--- config.mk ---
export PLATFORM = sky130hd
export DESIGN_NAME = tccd_queue
export DESIGN_NICKNAME = d
export VERILOG_FILES = /design/src/sv/tccd_queue.sv
export SDC_FILE = /design/constraint.sdc
export NUM_CORES = 1
export LEC_CHECK = 0
export BUFFER_PORTS_ARGS = -buffer_cell sky130_fd_sc_hd__buf_2
export CORE_MARGIN = 5
export CORE_UTILIZATION = 48
export DETAILED_ROUTE_END_ITERATION = 12
export HOLD_SLACK_MARGIN = 0.03
export PLACE_DENSITY = 0.68
export SLEW_MARGIN = 20
export SYNTH_ARGS = -nofsm -noshare
export SYNTH_HDL_FRONTEND = slang
export SYNTH_SLANG_ARGS = --single-unit
--- constraint.sdc ---
create_clock -name clk -period 3.59 [get_ports clk]
set_input_delay 0.718 -clock clk [delete_from_list [all_inputs] [get_ports clk]]
set_output_delay 0.718 -clock clk [all_outputs]
set_load 0.02 [all_outputs]
--- src/sv/tccd_queue.sv ---
// Short first-in first-out queue between the front end and the back end.
// Depends on nothing but its parameters.
`timescale 1ns / 1ps

module tccd_queue #(
  parameter int WIDTH = 16,
  parameter int DEPTH = 8
) (
  input  logic             clk,
  input  logic             rst_n,
  input  logic             wr_en,
  input  logic [WIDTH-1:0] wr_data,
  output logic             q_full,
  input  logic             rd_en,
  output logic [WIDTH-1:0] rd_data,
  output logic             q_empty
);

  localparam int AW = $clog2(DEPTH);

  logic [WIDTH-1:0] slot_r [DEPTH];
  logic [AW-1:0]    wr_ptr_r, wr_ptr_nxt;
  logic [AW-1:0]    rd_ptr_r, rd_ptr_nxt;
  logic [AW:0]      cnt_r, cnt_nxt;
  logic             do_wr, do_rd;

  // Status and transfer qualification.
  assign q_full  = (cnt_r == (AW+1)'(DEPTH));
  assign q_empty = (cnt_r == '0);
  assign do_wr   = wr_en && !q_full;
  assign do_rd   = rd_en && !q_empty;
  assign rd_data = slot_r[rd_ptr_r];

  // Pointer and fill count updates.
  always_comb begin
    wr_ptr_nxt = do_wr ? wr_ptr_r + 1'b1 : wr_ptr_r;
    rd_ptr_nxt = do_rd ? rd_ptr_r + 1'b1 : rd_ptr_r;
    cnt_nxt    = cnt_r;
    if (do_wr && !do_rd) begin
      cnt_nxt = cnt_r + 1'b1;
    end else if (do_rd && !do_wr) begin
      cnt_nxt = cnt_r - 1'b1;
    end
  end

  always_ff @(posedge clk) begin
    if (!rst_n) begin
      wr_ptr_r <= '0;
      rd_ptr_r <= '0;
      cnt_r    <= '0;
    end else begin
      wr_ptr_r <= wr_ptr_nxt;
      rd_ptr_r <= rd_ptr_nxt;
      cnt_r    <= cnt_nxt;
    end
  end

  // Storage holds payload only.
  always_ff @(posedge clk) begin
    if (do_wr) begin
      slot_r[wr_ptr_r] <= wr_data;
    end
  end

endmodule

Yosys cells after proc, flatten, opt, wreduce, memory -nomap -nowiden. Memories as Yosys holds them, arrays and structs flattened. A register that Yosys moved wholly into a read port is not among the register bits. Index checks and enable logic that the tools add are counted.

Logic and storage cells: 25. Flip-flop bits (word level): 10. Memories kept: 1. Output and inout bits: 18. RAM bits: 128. Input port bits: 20.

Eq/ne operators: 1. Reduce and logical (&&, ||, !) cells: 10. $add $sub $neg: 4. Muxes and demuxes: 6.

Memory list: slot_r (depth 8, width 16, read ports 1, clocked after Yosys merged registers in 1, wr ports 1, RTL line 21) `logic [WIDTH-1:0] slot_r [DEPTH];`.

Operators with widths (count): $mux W4 (2); $add A3 B1 Y3 const B (2); $mux W3 (2); $add A4 B1 Y4 const B (1); $eq A4 B4 Y1 const B (1); $logic_and A1 B1 Y1 (4); $logic_not A1 Y1 (4); $logic_not A4 Y1 (1); $sub A4 B1 Y4 const B (1); $mux W1 (2); $reduce_bool A2 Y1 (1).

Longest topological paths before layout.
Depth after elaboration: 7. Mapped depth: 10. Mapped depth without buffers: 10.

Worst setup path before layout. No wires, ideal clock.

Path kind: in2reg. Start point: input wr_en. End point: memory slot_r[0][0], enable pin. Data required time: 3160 ps. Cell stages on the path: 2. Path slack: 812 ps. Arrival time: 2348 ps. Buffers on the path: 0. Library setup time: 430 ps. Path through: nand2_4 nor4_1.

Longest elaborated chain between the ends: 3.

Ends and longest elaborated chain: from (decl) (RTL line 11) `input logic wr_en,`; $logic_and A1 B1 Y1 (RTL line 30) `assign do_wr = wr_en && !q_full;`; $mux W1 (RTL line 60) `if (do_wr) begin`; $mux W1 (implied by the code) (RTL line 61) `slot_r[wr_ptr_r] <= wr_data;`; to (decl) (RTL line 21).

No other way between the ends.

==> impl_metrics.yaml <==
status:
  status: "completed"
cells_and_area:
  filler_cell_count: 845
  drive_above_1_share: 0.319
  finalCoreUtilization: 0.578
  seqCellArea_mm2: 0.00411
  multi_input_area_mm2: 0.00144
  n_antenna_cell: 0
  nets: 340
  synthToLayoutAreaGrowth_pct: 17.7
placement:
  port_buffers: 37
  place.detailed.hpwl_mm: 5.40
  routabilityCongestion: 0.679
yosys:
  top_area_cell_type_share_of_the_netlist_area: 0.686
  yosys-top-cells-count: "128 x sky130_fd_sc_hd__edfxtp_1, 28 x sky130_fd_sc_hd__mux4_1, 16 x sky130_fd_sc_hd__mux2_2"
  postSynth.asyncResetShare: 0
  syn-instance-count: 258
  synthTopCellsByArea: "sky130_fd_sc_hd__edfxtp_1 69%, sky130_fd_sc_hd__mux4_1 13%, sky130_fd_sc_hd__dfxtp_1 4.6%, sky130_fd_sc_hd__mux2_2 3.2%, sky130_fd_sc_hd__mux4_2 1.6%"
  synth-edff-count: 128
  yosysSeqAreaShare: 0.732
  distinct_cell_type_count_of_the_synthesized_netlist: 31
  most_used_flip_flop_cell_after_synthesis: "sky130_fd_sc_hd__edfxtp_1"
  post-synth-top-count-cell: "sky130_fd_sc_hd__edfxtp_1"
  netlist.top_cell.by_area: "sky130_fd_sc_hd__edfxtp_1"
  post_synth.cell_area_avg_um2: 21.7
  yosys_register_bits: 141
  synthesis.nets: 284
  synth-warning-count: 0
  syn-cell-area_mm2: 0.00561
worst_hold_path:
  hold_path_end: "cnt_r[3]"
  worst_hold_startpoint: "cnt_r[3]"
  worstHoldPathType: "reg -> reg"
  timing.hold.worst_path_depth: 2
power_and_ir_drop:
  leakagePower_nw: 2.26
  ir_drop_v: 0.000398
  pwr_density_cell_mw_per_mm2: 736
sta:
  timing.final.setup_violations: 0
  slew_headroom: 0.701
  rsz0062_at_grt: "no"
  layout_min_cycle_time_ns: 3.02
  final_setup_skew_ns: 0.0121
  slew_violations: 0
  worst_pin_slew_ns: 0.448
  report.final.hold_viol_count: 0
  achievable-frequency_mhz: 331
  totalNegativeSetupSlack_ns: 0
  post-route-period-util: 0.840
drt:
  final_antenna_violating_net_count: 0
  detail_route.iter0.violations: 182
  vias_per_cell: 5.52
  detailed_routing_iteration_count_for_the_pre_antenna_repair_pass: 4
  routed_wire_length_per_instance_um: 20.7
  detailroute.via_count: 2589
  routed_wirelength_mm: 9.69
  drcViolationCount: 0
floorplan:
  die_h_um: 118
  fp.dieArea_mm2: 0.0139
  floorplan.initialDensity: 0.491
  fp-row-count: 39
  die_width_um: 118
  core_region_area_mm2: 0.0114
  pin_count: 38
cts:
  cts_root_buf: "sky130_fd_sc_hd__clkbuf_16"
  worst_setup_hold_path_clk_slew_ns: 0.06
  htree_levels: 4
  clock_latency_late_sink_ns: 0.41
  cts_buffer_depth: 2
  number_of_buffers_added_to_fix_hold_violations_after_cts: 0
  post_cts.resized_instances: 0
  cts.sinks: 141
  buffers_inserted_by_post_cts_timing_repair: 0
  tritoncts: "yes"
  total_clock_buffers_created_by_cts: 17
setup_path:
  r2r_slack_ns: 0.92
  setup.worst_path.end_class: "output port"
  path_class: "reg -> out"
  reg2reg_to: "cnt_r[3]"
  worstReg2RegStart: "cnt_r[1]"
  timing.reg2reg.worst_path_depth: 10
  critical_path_required_ns: 2.87
  worstSetupStartpointType: "flip-flop"
  crit_arrival_ns: 2.30
  critical_path.max_fanout: 20
grt:
  gr-total-overflow: 0
  first_global_vias: 2711
  grt_pass1_wl_mm: 15.2
  grt_max_degree: 33
  grt_use_total: 0.147
  number_of_antenna_violations_at_the_first_check_in_global_routing: 0
run:
  max_cap_violations: 0
registers in the layout, summed over array words and instances (netlist names), named ones only:
register / cells
cnt_r: 4
rd_ptr_r: 3
slot_r: 128
wr_ptr_r: 3
where the power goes:
part / internal, mW / total, mW / leakage [nW] / switching (mW)
Sequential: 1.93 / 2.05 / 1.27 / 0.117
Clock: 1.08 / 1.69 / 0.270 / 0.615
Combinational: 0.559 / 1.12 / 0.726 / 0.557
Total: 3.57 / 4.86 / 2.26 / 1.29
cells in the final DEF (no fill, tap or decap), types with 6 or more instances in the layout:
cell                          n
sky130_fd_sc_hd__clkbuf_16   17
sky130_fd_sc_hd__edfxtp_1   128
sky130_fd_sc_hd__dfxtp_1     12
sky130_fd_sc_hd__mux2_2      16
sky130_fd_sc_hd__buf_4       10
sky130_fd_sc_hd__and2_1       7
sky130_fd_sc_hd__mux4_1      28
sky130_fd_sc_hd__nand2_1      6
sky130_fd_sc_hd__buf_2       37
worst max path at each step:
| stage | from | endpoint | slack, ns | depth (start not counted) |
|---|---|---|---|---|
| after global placement | flip-flop | rd_data[4] | 1.00 | 4 |
| after detailed placement | cnt_r[1] | cnt_r[3] | 0.95 | 10 |
| after CTS | flip-flop | rd_data[10] | 0.53 | 4 |
| after global routing | flip-flop | rd_data[10] | 0.46 | 4 |
| after floorplan | wr_en | slot_r[0][0] | 0.81 | 2 |
| final | flip-flop | rd_data[4] | 0.57 | 4 |
logic make-up (layout without fill, tap and decap cells):
kind of cell	count (synthesis)	in the layout	synth area share
AOI/OAI and AO/OA	6	6	0.0105
xor gates and xnor gates	6	6	0.00937
adders and majority gates	6	6	0.0147
buffers and inverters	15	83	0.0156
DFF	141	141	0.732
muxes	51	51	0.185
and+or+nand+nor	33	33	0.0328
layer usage:
layer | wire length (um) | global-route usage | vias up
li1 | - | - | 1190
met1 | 4380 | 0.192 | 1339
met2 | 4800 | 0.232 | 50
met3 | 390 | 0.0476 | 10
met4 | 119 | 0.0538 | 0
met5 | 0 | 0 | -
layout make-up:
type	count	share of cell area
Inverter	4	0.00228
Tap cell	143	0.0271
Sequential cell	141	0.622
Clock buffer	18	0.0650
Multi-Input combinational cell	102	0.218
Clock inverter	13	0.0228
Timing Repair Buffer	48	0.0425
worst max-delay path, cell delays in order, from the launching register on:
cell,delay [ns]
sky130_fd_sc_hd__dfxtp_2,0.60
sky130_fd_sc_hd__buf_12,0.25
sky130_fd_sc_hd__mux4_1,0.57
sky130_fd_sc_hd__mux2_2,0.29
sky130_fd_sc_hd__buf_2,0.16
metrics by stage:
stage          power [mW]  cell area, um^2  hold WS [ns]  std cells  worst slack (ns)
5_1_grt              5.09             6600         0.570        469             0.465
2_1_floorplan        2.92             5610         0.497        258             0.812
6_report             4.86             6600         0.530        469             0.573
3_3_place_gp         3.19             6020         0.514        438              1.00
4_1_cts              4.92             6600         0.540        469             0.529
3_5_place_dp         3.22             6020         0.530        438             0.950
Power figures use the tool's default switching activity.
