===== src/sv/tccd_pkg.sv =====
// Shared types, constants and helpers of the telecine cadence detector.
// No dependencies; every other file of the block but tccd_queue uses this package.
`timescale 1ns / 1ps

package tccd_pkg;

  // Field and register widths.
  localparam int LUMA_W      = 8;
  localparam int SQ_W        = 2 * LUMA_W;
  localparam int SIZE_W      = 13;
  localparam int RATIO_W     = 8;
  localparam int BIN_W       = 64;
  localparam int PHASE_OUT_W = 3;
  localparam int APB_DATA_W  = 32;
  localparam int APB_ADDR_W  = 4;

  // Default structure of the block.
  localparam int DEF_MAX_WIDTH  = 4096;
  localparam int DEF_MAX_HEIGHT = 4096;
  localparam int DEF_PHASES     = 5;
  localparam int QUEUE_DEPTH    = 8;

  // Register reset values.
  localparam logic [SIZE_W-1:0]  RST_FRAME_WIDTH   = SIZE_W'(1920);
  localparam logic [SIZE_W-1:0]  RST_FRAME_HEIGHT  = SIZE_W'(1080);
  localparam logic [RATIO_W-1:0] RST_RATIO_INVERSE = RATIO_W'(10);

  // Opcodes of an input item.
  localparam logic OP_PIXEL = 1'b0;
  localparam logic OP_END   = 1'b1;

  // Register indexes on the configuration port.
  typedef enum logic [1:0] {
    REG_FRAME_WIDTH   = 2'd0,
    REG_FRAME_HEIGHT  = 2'd1,
    REG_RATIO_INVERSE = 2'd2
  } reg_idx_t;

  // One verdict as it leaves the back end.
  typedef struct packed {
    logic                   detected;
    logic [PHASE_OUT_W-1:0] even_phase;
    logic [PHASE_OUT_W-1:0] odd_phase;
  } res_t;

  // Add that sticks at the all-ones value instead of wrapping.
  function automatic logic [BIN_W-1:0] sat_add(input logic [BIN_W-1:0] a,
                                               input logic [BIN_W-1:0] b);
    logic [BIN_W:0] s;
    s = {1'b0, a} + {1'b0, b};
    return s[BIN_W] ? {BIN_W{1'b1}} : s[BIN_W-1:0];
  endfunction

endpackage


===== src/sv/tccd_front.sv =====
// Front end: raster position tracking, squared difference and bin selection.
// Depends on tccd_pkg; feeds tccd_queue.
`timescale 1ns / 1ps

module tccd_front #(
  parameter int MAX_WIDTH  = tccd_pkg::DEF_MAX_WIDTH,
  parameter int MAX_HEIGHT = tccd_pkg::DEF_MAX_HEIGHT,
  parameter int PHASES     = tccd_pkg::DEF_PHASES,
  parameter int QW         = 2 + $clog2(PHASES) + 2 * tccd_pkg::LUMA_W
) (
  input  logic                        clk,
  input  logic                        rst_n,
  input  logic                        accept,
  input  logic                        opcode,
  input  logic [tccd_pkg::LUMA_W-1:0] cur_luma,
  input  logic [tccd_pkg::LUMA_W-1:0] prev_luma,
  input  logic [tccd_pkg::SIZE_W-1:0] frame_width,
  input  logic [tccd_pkg::SIZE_W-1:0] frame_height,
  output logic                        q_wr,
  output logic [QW-1:0]               q_data
);

  import tccd_pkg::*;

  localparam int PW  = $clog2(PHASES);
  localparam int CW  = $clog2(MAX_WIDTH);
  localparam int RW  = $clog2(MAX_HEIGHT);
  localparam int WW  = $clog2(MAX_WIDTH + 1);
  localparam int HW  = $clog2(MAX_HEIGHT + 1);
  localparam int EWW = (WW > SIZE_W) ? WW : SIZE_W;
  localparam int EHW = (HW > SIZE_W) ? HW : SIZE_W;

  logic [CW-1:0]     col_r, col_nxt;
  logic [RW-1:0]     row_r, row_nxt;
  logic [PW-1:0]     phase_r, phase_nxt;
  logic              first_r, first_nxt;
  logic [WW-1:0]     w_lim;
  logic [HW-1:0]     h_lim;
  logic              col_last, row_last;
  logic [LUMA_W:0]   diff;
  logic [LUMA_W-1:0] mag;
  logic [SQ_W-1:0]   sq;

  // Clamp the configured size to 1..MAX.
  always_comb begin
    if (frame_width == '0) begin
      w_lim = WW'(1);
    end else if (EWW'(frame_width) > EWW'(MAX_WIDTH)) begin
      w_lim = WW'(MAX_WIDTH);
    end else begin
      w_lim = WW'(frame_width);
    end
    if (frame_height == '0) begin
      h_lim = HW'(1);
    end else if (EHW'(frame_height) > EHW'(MAX_HEIGHT)) begin
      h_lim = HW'(MAX_HEIGHT);
    end else begin
      h_lim = HW'(frame_height);
    end
  end

  // A counter at or past the limit wraps, which also covers a size change.
  assign col_last = ((WW+1)'(col_r) + 1'b1) >= (WW+1)'(w_lim);
  assign row_last = ((HW+1)'(row_r) + 1'b1) >= (HW+1)'(h_lim);

  // Squared difference of the two samples.
  always_comb begin
    diff = {1'b0, cur_luma} - {1'b0, prev_luma};
    mag  = diff[LUMA_W] ? LUMA_W'(-diff) : LUMA_W'(diff);
    sq   = SQ_W'(mag) * SQ_W'(mag);
  end

  // Raster position, frame phase and the first-frame flag.
  always_comb begin
    col_nxt   = col_r;
    row_nxt   = row_r;
    phase_nxt = phase_r;
    first_nxt = first_r;
    if (accept) begin
      if (opcode == OP_END) begin
        col_nxt   = '0;
        row_nxt   = '0;
        phase_nxt = '0;
        first_nxt = 1'b1;
      end else if (col_last) begin
        col_nxt = '0;
        if (row_last) begin
          row_nxt   = '0;
          phase_nxt = (phase_r == PW'(PHASES - 1)) ? '0 : phase_r + 1'b1;
          first_nxt = 1'b0;
        end else begin
          row_nxt = row_r + 1'b1;
        end
      end else begin
        col_nxt = col_r + 1'b1;
      end
    end
  end

  always_ff @(posedge clk) begin
    if (!rst_n) begin
      col_r   <= '0;
      row_r   <= '0;
      phase_r <= '0;
      first_r <= 1'b1;
    end else begin
      col_r   <= col_nxt;
      row_r   <= row_nxt;
      phase_r <= phase_nxt;
      first_r <= first_nxt;
    end
  end

  // Frame zero adds nothing, so only useful work enters the queue.
  assign q_wr   = accept && ((opcode == OP_END) || !first_r);
  assign q_data = {opcode, row_r[0], phase_r, sq};

endmodule


===== config.mk =====
export PLATFORM = sky130hd
export DESIGN_NAME = tccd_front
export DESIGN_NICKNAME = d
export VERILOG_FILES = /design/src/sv/tccd_pkg.sv /design/src/sv/tccd_front.sv
export SDC_FILE = /design/constraint.sdc
export NUM_CORES = 1
export LEC_CHECK = 0
export BUFFER_PORTS_ARGS = -buffer_cell sky130_fd_sc_hd__buf_2
export CORE_ASPECT_RATIO = 0.9
export CORE_UTILIZATION = 35
export DETAILED_ROUTE_END_ITERATION = 7
export GPL_ROUTABILITY_DRIVEN = 0
export GPL_TIMING_DRIVEN = 0
export SYNTH_ARGS = -nofsm -noshare
export SYNTH_HDL_FRONTEND = slang
export SYNTH_SLANG_ARGS = --single-unit

===== constraint.sdc =====
create_clock -name clk -period 8.3 [get_ports clk]
set_input_delay 0.415 -clock clk [delete_from_list [all_inputs] [get_ports clk]]
set_output_delay 0.415 -clock clk [all_outputs]
set_load 0.02 [all_outputs]

Word level (Yosys, flattened, before mapping):

Cells that the tools add are included.

* bits in registers: 28
* logic and storage cells: 43
* output and inout bits: 22

* reductions and logical operators: 9
* mux-type cells: 17
* equal/unequal tests: 1
* add/subtract/negate cells: 7
* $lt $le $gt $ge: 4
* multipliers: 1

Operators with widths (count)
* 12-bit 2-to-1 mux: 5
* 13-bit 2-to-1 mux: 4
* 12-bit by 1-bit adder with 13-bit output, second input constant: 2
* 13-bit greater-or-equal comparator: 2
* 13-bit greater-than comparator, second input constant: 2
* 13-bit zero test: 2
* 12-bit by 1-bit adder with 12-bit output, second input constant: 2
* 8-bit by 8-bit multiplier with 16-bit output: 1
* 3-bit 2-to-1 mux: 4
* 8-bit by 8-bit subtractor with 9-bit output: 1
* 8-bit 2-to-1 mux: 1
* 8-bit negator: 1
* 2-bit nonzero test: 2
* 3-bit by 1-bit adder with 3-bit output, second input constant: 1
* 3-bit == test, second input constant: 1
* 1-bit 2-to-1 mux: 3
* 3-bit AND reduction: 1
* 2-bit AND reduction: 1
* 1-bit logical AND: 1
* 1-bit zero test: 1
* 1-bit logical OR: 1

Longest topological paths before layout:

* word-level depth: 7
* depth in mapped cells: 26
* gate-level depth less buffers: 26

Least setup slack after synthesis:

No wires, ideal clock.

* kind: input-to-output
* from: input port cur_luma[0] in the netlist's numbering
* to: output port q_data[15]
* path buffers: 0
* data required time: 7885 ps
* setup slack: 1537 ps
* stages: 25
* arrival time: 6348 ps
* cells stage by stage: inv_1 ha_1 inv_1 fa_1 a211oi_2 nor2_4 a221oi_4 o21ai_0 xor2_1 or2_2 fa_1 fa_1 inv_1 ha_1 inv_1 fa_1 inv_1 ha_1 a21o_1 a21oi_1 nor2b_1 o21a_1 o41ai_1 o21ai_0 xor2_1

* word-level cells in the longest chain between the ends: 4

Ends and longest elaborated chain
* start: declaration: RTL line tccd_front.sv:15 `input logic [tccd_pkg::LUMA_W-1:0] cur_luma,`
* 8-bit by 8-bit subtractor with 9-bit output (*): RTL line tccd_front.sv:68 `diff = {1'b0, cur_luma} - {1'b0, prev_luma};`
* 8-bit negator: RTL line tccd_front.sv:69 `mag = diff[LUMA_W] ? LUMA_W'(-diff) : LUMA_W'(diff);`
* 8-bit 2-to-1 mux (*): RTL line tccd_front.sv:69
* 8-bit by 8-bit multiplier with 16-bit output (*): RTL line tccd_front.sv:70 `sq = SQ_W'(mag) * SQ_W'(mag);`
* end: declaration: RTL line tccd_front.sv:20 `output logic [QW-1:0] q_data`

Mark *: on every way between the ends. The rest lies on a longest branch, timed or not.

Worst setup path after layout:

Same ends and word-level chain as after synthesis.

==> impl_metrics.csv <==
group,metric,value,unit
routing,dr.first_iter.drc_count,184,
setup_path,worstRegToRegCells,15,
placed_design,port_buffer_count,64,
setup_path,worstPathRequired,7.89,ns
outcome,run_status,"complete, no violations",
setup_path,timing.critical_path.to_type,"primary output",
logic_synthesis,synthesis.area_per_instance,7.89,sq um
logic_synthesis,syn_area,4590,sq um
logic_synthesis,synth_top_cell_area_share,18.5,%
setup_path,timing.critical_path.buf_inv,7,
die,die_width,123,microns
clock_tree,post_cts.repair.setup_buffers,0,
routing,drt_pass1_iterations,4,
layout,layout-area-overhead-vs-synth,13.7,%
clock_tree,clk_transition_reported_paths,0.07,ns
clock_tree,clock_tree.root_cell,"sky130_fd_sc_hd__clkbuf_16",
hold_path,worstHoldPathCells,2,
logic_synthesis,synth_top_cells_by_count,"68 x sky130_fd_sc_hd__ha_1, 68 x sky130_fd_sc_hd__inv_1, 52 x sky130_fd_sc_hd__nand2_1",
die,std_cell_rows,39,
setup_path,worst_path_largest_cell_delay,0.59,ns
timing,maxClockFrequency,0.133,GHz
timing,finalHoldViolations,0,
timing,slew_headroom,49.6,%
layout,final_nets,791,
flow_run,max-cap-violations,0,
setup_path,arrival,7.10,ns
routing,drt.antenna.violating_nets,0,
grt,grt_overflow,0,
timing,transition_at_the_pin_with_the_smallest_max_transition_slack,0.753,ns
routing,route.layer.met1.wl,4.97,mm
routing,wl_per_cell,12.6,microns
clock_tree,worst_skew_pair.late_latency,0.27,ns
timing,fin_worst_skew,0.00669,ns
timing,finalCriticalPeriod,7.51,ns
layout,drive_gt1_share,14.8,%
die,floorplan.core_area,12700,sq um
setup_path,r2r_start,"row_r[0]",
logic_synthesis,synth-warning-count,0,
timing,grt_setup_unrepaired,"false",
routing,num_vias,4192,
grt,wire_length_of_the_first_global_routing_pass,18.5,mm
grt,grt_max_degree,17,
layout,diodes,0,
placed_design,pre_cts_setup_slack,0.740,ns
die,floorplan.die_area,13600,sq um
clock_tree,htreeDepth,1,
timing,slew_violations,0,
logic_synthesis,synth_enable_flop_cells,0,
timing,finalSetupViolCount,0,
logic_synthesis,post_synth_inst_count,582,
routing,routed_wl,10.2,mm
layout,n_fill_cell,1344,
setup_path,worst-r2r-setup-slack,4.09,ns
logic_synthesis,yosys_register_bits,28,
setup_path,timing.critical_path.max_delay_family,"adder cells",
clock_tree,cts_made_buffers,3,
setup_path,worst_path_most_repeated_cell,"sky130_fd_sc_hd__inv_1",
grt,overall_global_routing_resource_usage,16.1,%
clock_tree,clock_tree.buffer_depth,2,
timing,totalNegativeSetupSlack,0,ns
die,dieHeight,111,microns
setup_path,cp-start-kind,"input port",
logic_synthesis,post-synth-top-area-cell,"sky130_fd_sc_hd__ha_1",
setup_path,reg2reg_to,"row_r[9]",
hold_path,worstHoldStart,"col_r[10]",
timing,final_critical_path_setup_slack,0.789,ns
hold_path,hold-path-endpoint,"col_r[10]",
routing,route.detailed.drc,0,
grt,number_of_antenna_violations_at_the_first_check_in_global_routing,0,
logic_synthesis,net_count_synth,722,
logic_synthesis,yosys.cell_types.count,60,
logic_synthesis,synth_seq_area_share,12.2,%
routing,met2_length,4.88,mm
placed_design,dp_hpwl,8.47,mm
setup_path,setup.worst_path.class,"in -> out",
hold_path,hold_class,"reg -> reg",
logic_synthesis,synth-main-ff-cell,"sky130_fd_sc_hd__dfxtp_1",
logic_synthesis,synth_async_sr_flop_share,0,%
die,initial_core_util,36.1,%
die,ios,68,
grt,grt_pass1_vias,4290,
setup_path,cpMaxStageDelayCell,"sky130_fd_sc_hd__o41ai_1",
setup_path,cp_max_fo,8,
routing,route.top_layer_used,"met4",
clock_tree,clock-sinks,28,
clock_tree,cts_tree,"yes",
clock_tree,post_cts_hold_buffer_count,0,
timing,layout_worst_path_cycle_share,90.5,%
routing,routed-wl-met3,298,microns
logic_synthesis,synth_area_leaders,"sky130_fd_sc_hd__ha_1 19%, sky130_fd_sc_hd__dfxtp_1 12%, sky130_fd_sc_hd__fa_1 11%",
routing,vias_per_cell,5.15,
clock_tree,cts_resized,0,
-- worst register-to-register path: stages (launching register included) --
cell and delay, ns:
sky130_fd_sc_hd__dfxtp_1 0.46, sky130_fd_sc_hd__ha_1 0.31, sky130_fd_sc_hd__and3_1 0.23, sky130_fd_sc_hd__nand3_1 0.17, sky130_fd_sc_hd__or2_1 0.26, sky130_fd_sc_hd__clkbuf_1 0.16, sky130_fd_sc_hd__or2_1 0.30, sky130_fd_sc_hd__xnor2_1 0.14
sky130_fd_sc_hd__ha_1 0.32, sky130_fd_sc_hd__a21o_1 0.16, sky130_fd_sc_hd__a21o_1 0.17, sky130_fd_sc_hd__a211oi_1 0.29, sky130_fd_sc_hd__clkbuf_1 0.41, sky130_fd_sc_hd__buf_1 0.41, sky130_fd_sc_hd__nand4_1 0.16, sky130_fd_sc_hd__a21oi_1 0.18
-- layout by cell type, fill, tap and decap left out, types with 14 or more instances in the layout --
master / count
sky130_fd_sc_hd__inv_1: 68
sky130_fd_sc_hd__ha_1: 68
sky130_fd_sc_hd__buf_2: 66
sky130_fd_sc_hd__nand2_1: 52
sky130_fd_sc_hd__nor2_1: 48
sky130_fd_sc_hd__xnor2_1: 29
sky130_fd_sc_hd__a21oi_1: 28
sky130_fd_sc_hd__dfxtp_1: 28
sky130_fd_sc_hd__fa_1: 26
sky130_fd_sc_hd__nand4_1: 22
sky130_fd_sc_hd__nand3_1: 21
sky130_fd_sc_hd__a21o_1: 20
sky130_fd_sc_hd__clkbuf_1: 14
sky130_fd_sc_hd__xor2_1: 14
-- worst max-delay path by stage --
stage / end / start / depth (start not counted)
3_3_place_gp: q_data[15] / cur_luma[0] / 27
5_1_grt: q_data[15] / cur_luma[0] / 27
6_report: q_data[15] / cur_luma[0] / 27
4_1_cts: q_data[15] / cur_luma[0] / 27
3_5_place_dp: q_data[15] / cur_luma[0] / 27
2_1_floorplan: q_data[15] / cur_luma[0] / 25
-- kinds of logic after synthesis --
kind of cell    after synthesis  share of synthesized area (%)
compound gates              104                           16.2
xor+xnor                     48                           9.97
fa+ha+maj                    94                           29.9
buf+inv                      93                           7.98
flops                        28                           12.2
mux                           3                          0.681
other cells                   1                         0.0817
simple gates                211                           23.0
-- final cells by class --
type	count	area, sq um	share of cell area, %
multi-input combinational	461	3660	70.2
sequential	28	561	10.7
timing repair buffer	64	320	6.13
inverter	70	263	5.03
tap	164	205	3.93
buffer	23	104	1.99
clock buffer	3	75.1	1.44
clock inverter	1	30.0	0.575
-- sequential cells by signal (all words and copies together), names as in the netlist --
signal / count
row_r: 12
first_r: 1
phase_r: 3
col_r: 12
-- per-layer routing --
metal / global-route usage [%] / vias up
met5: 0 / -
met4: 2.36 / 0
met3: 0.772 / 6
met2: 28.7 / 74
met1: 21.7 / 1967
li1: - / 2145
-- through the flow --
step / hold WS [ns] / area, sq um / util, % / std cells
CTS: 0.484 / 5220 / 41.0 / 814
detailed placement: 0.472 / 5120 / 40.2 / 810
finish: 0.483 / 5220 / 41.0 / 814
global placement: 0.463 / 5120 / 40.2 / 810
global route: 0.509 / 5220 / 41.0 / 814
floorplan: 0.450 / 4590 / - / 582
Power is left out: the tool's default activity adds up to more than one toggle a clock period on the data nets, which glitch-free logic cannot reach.
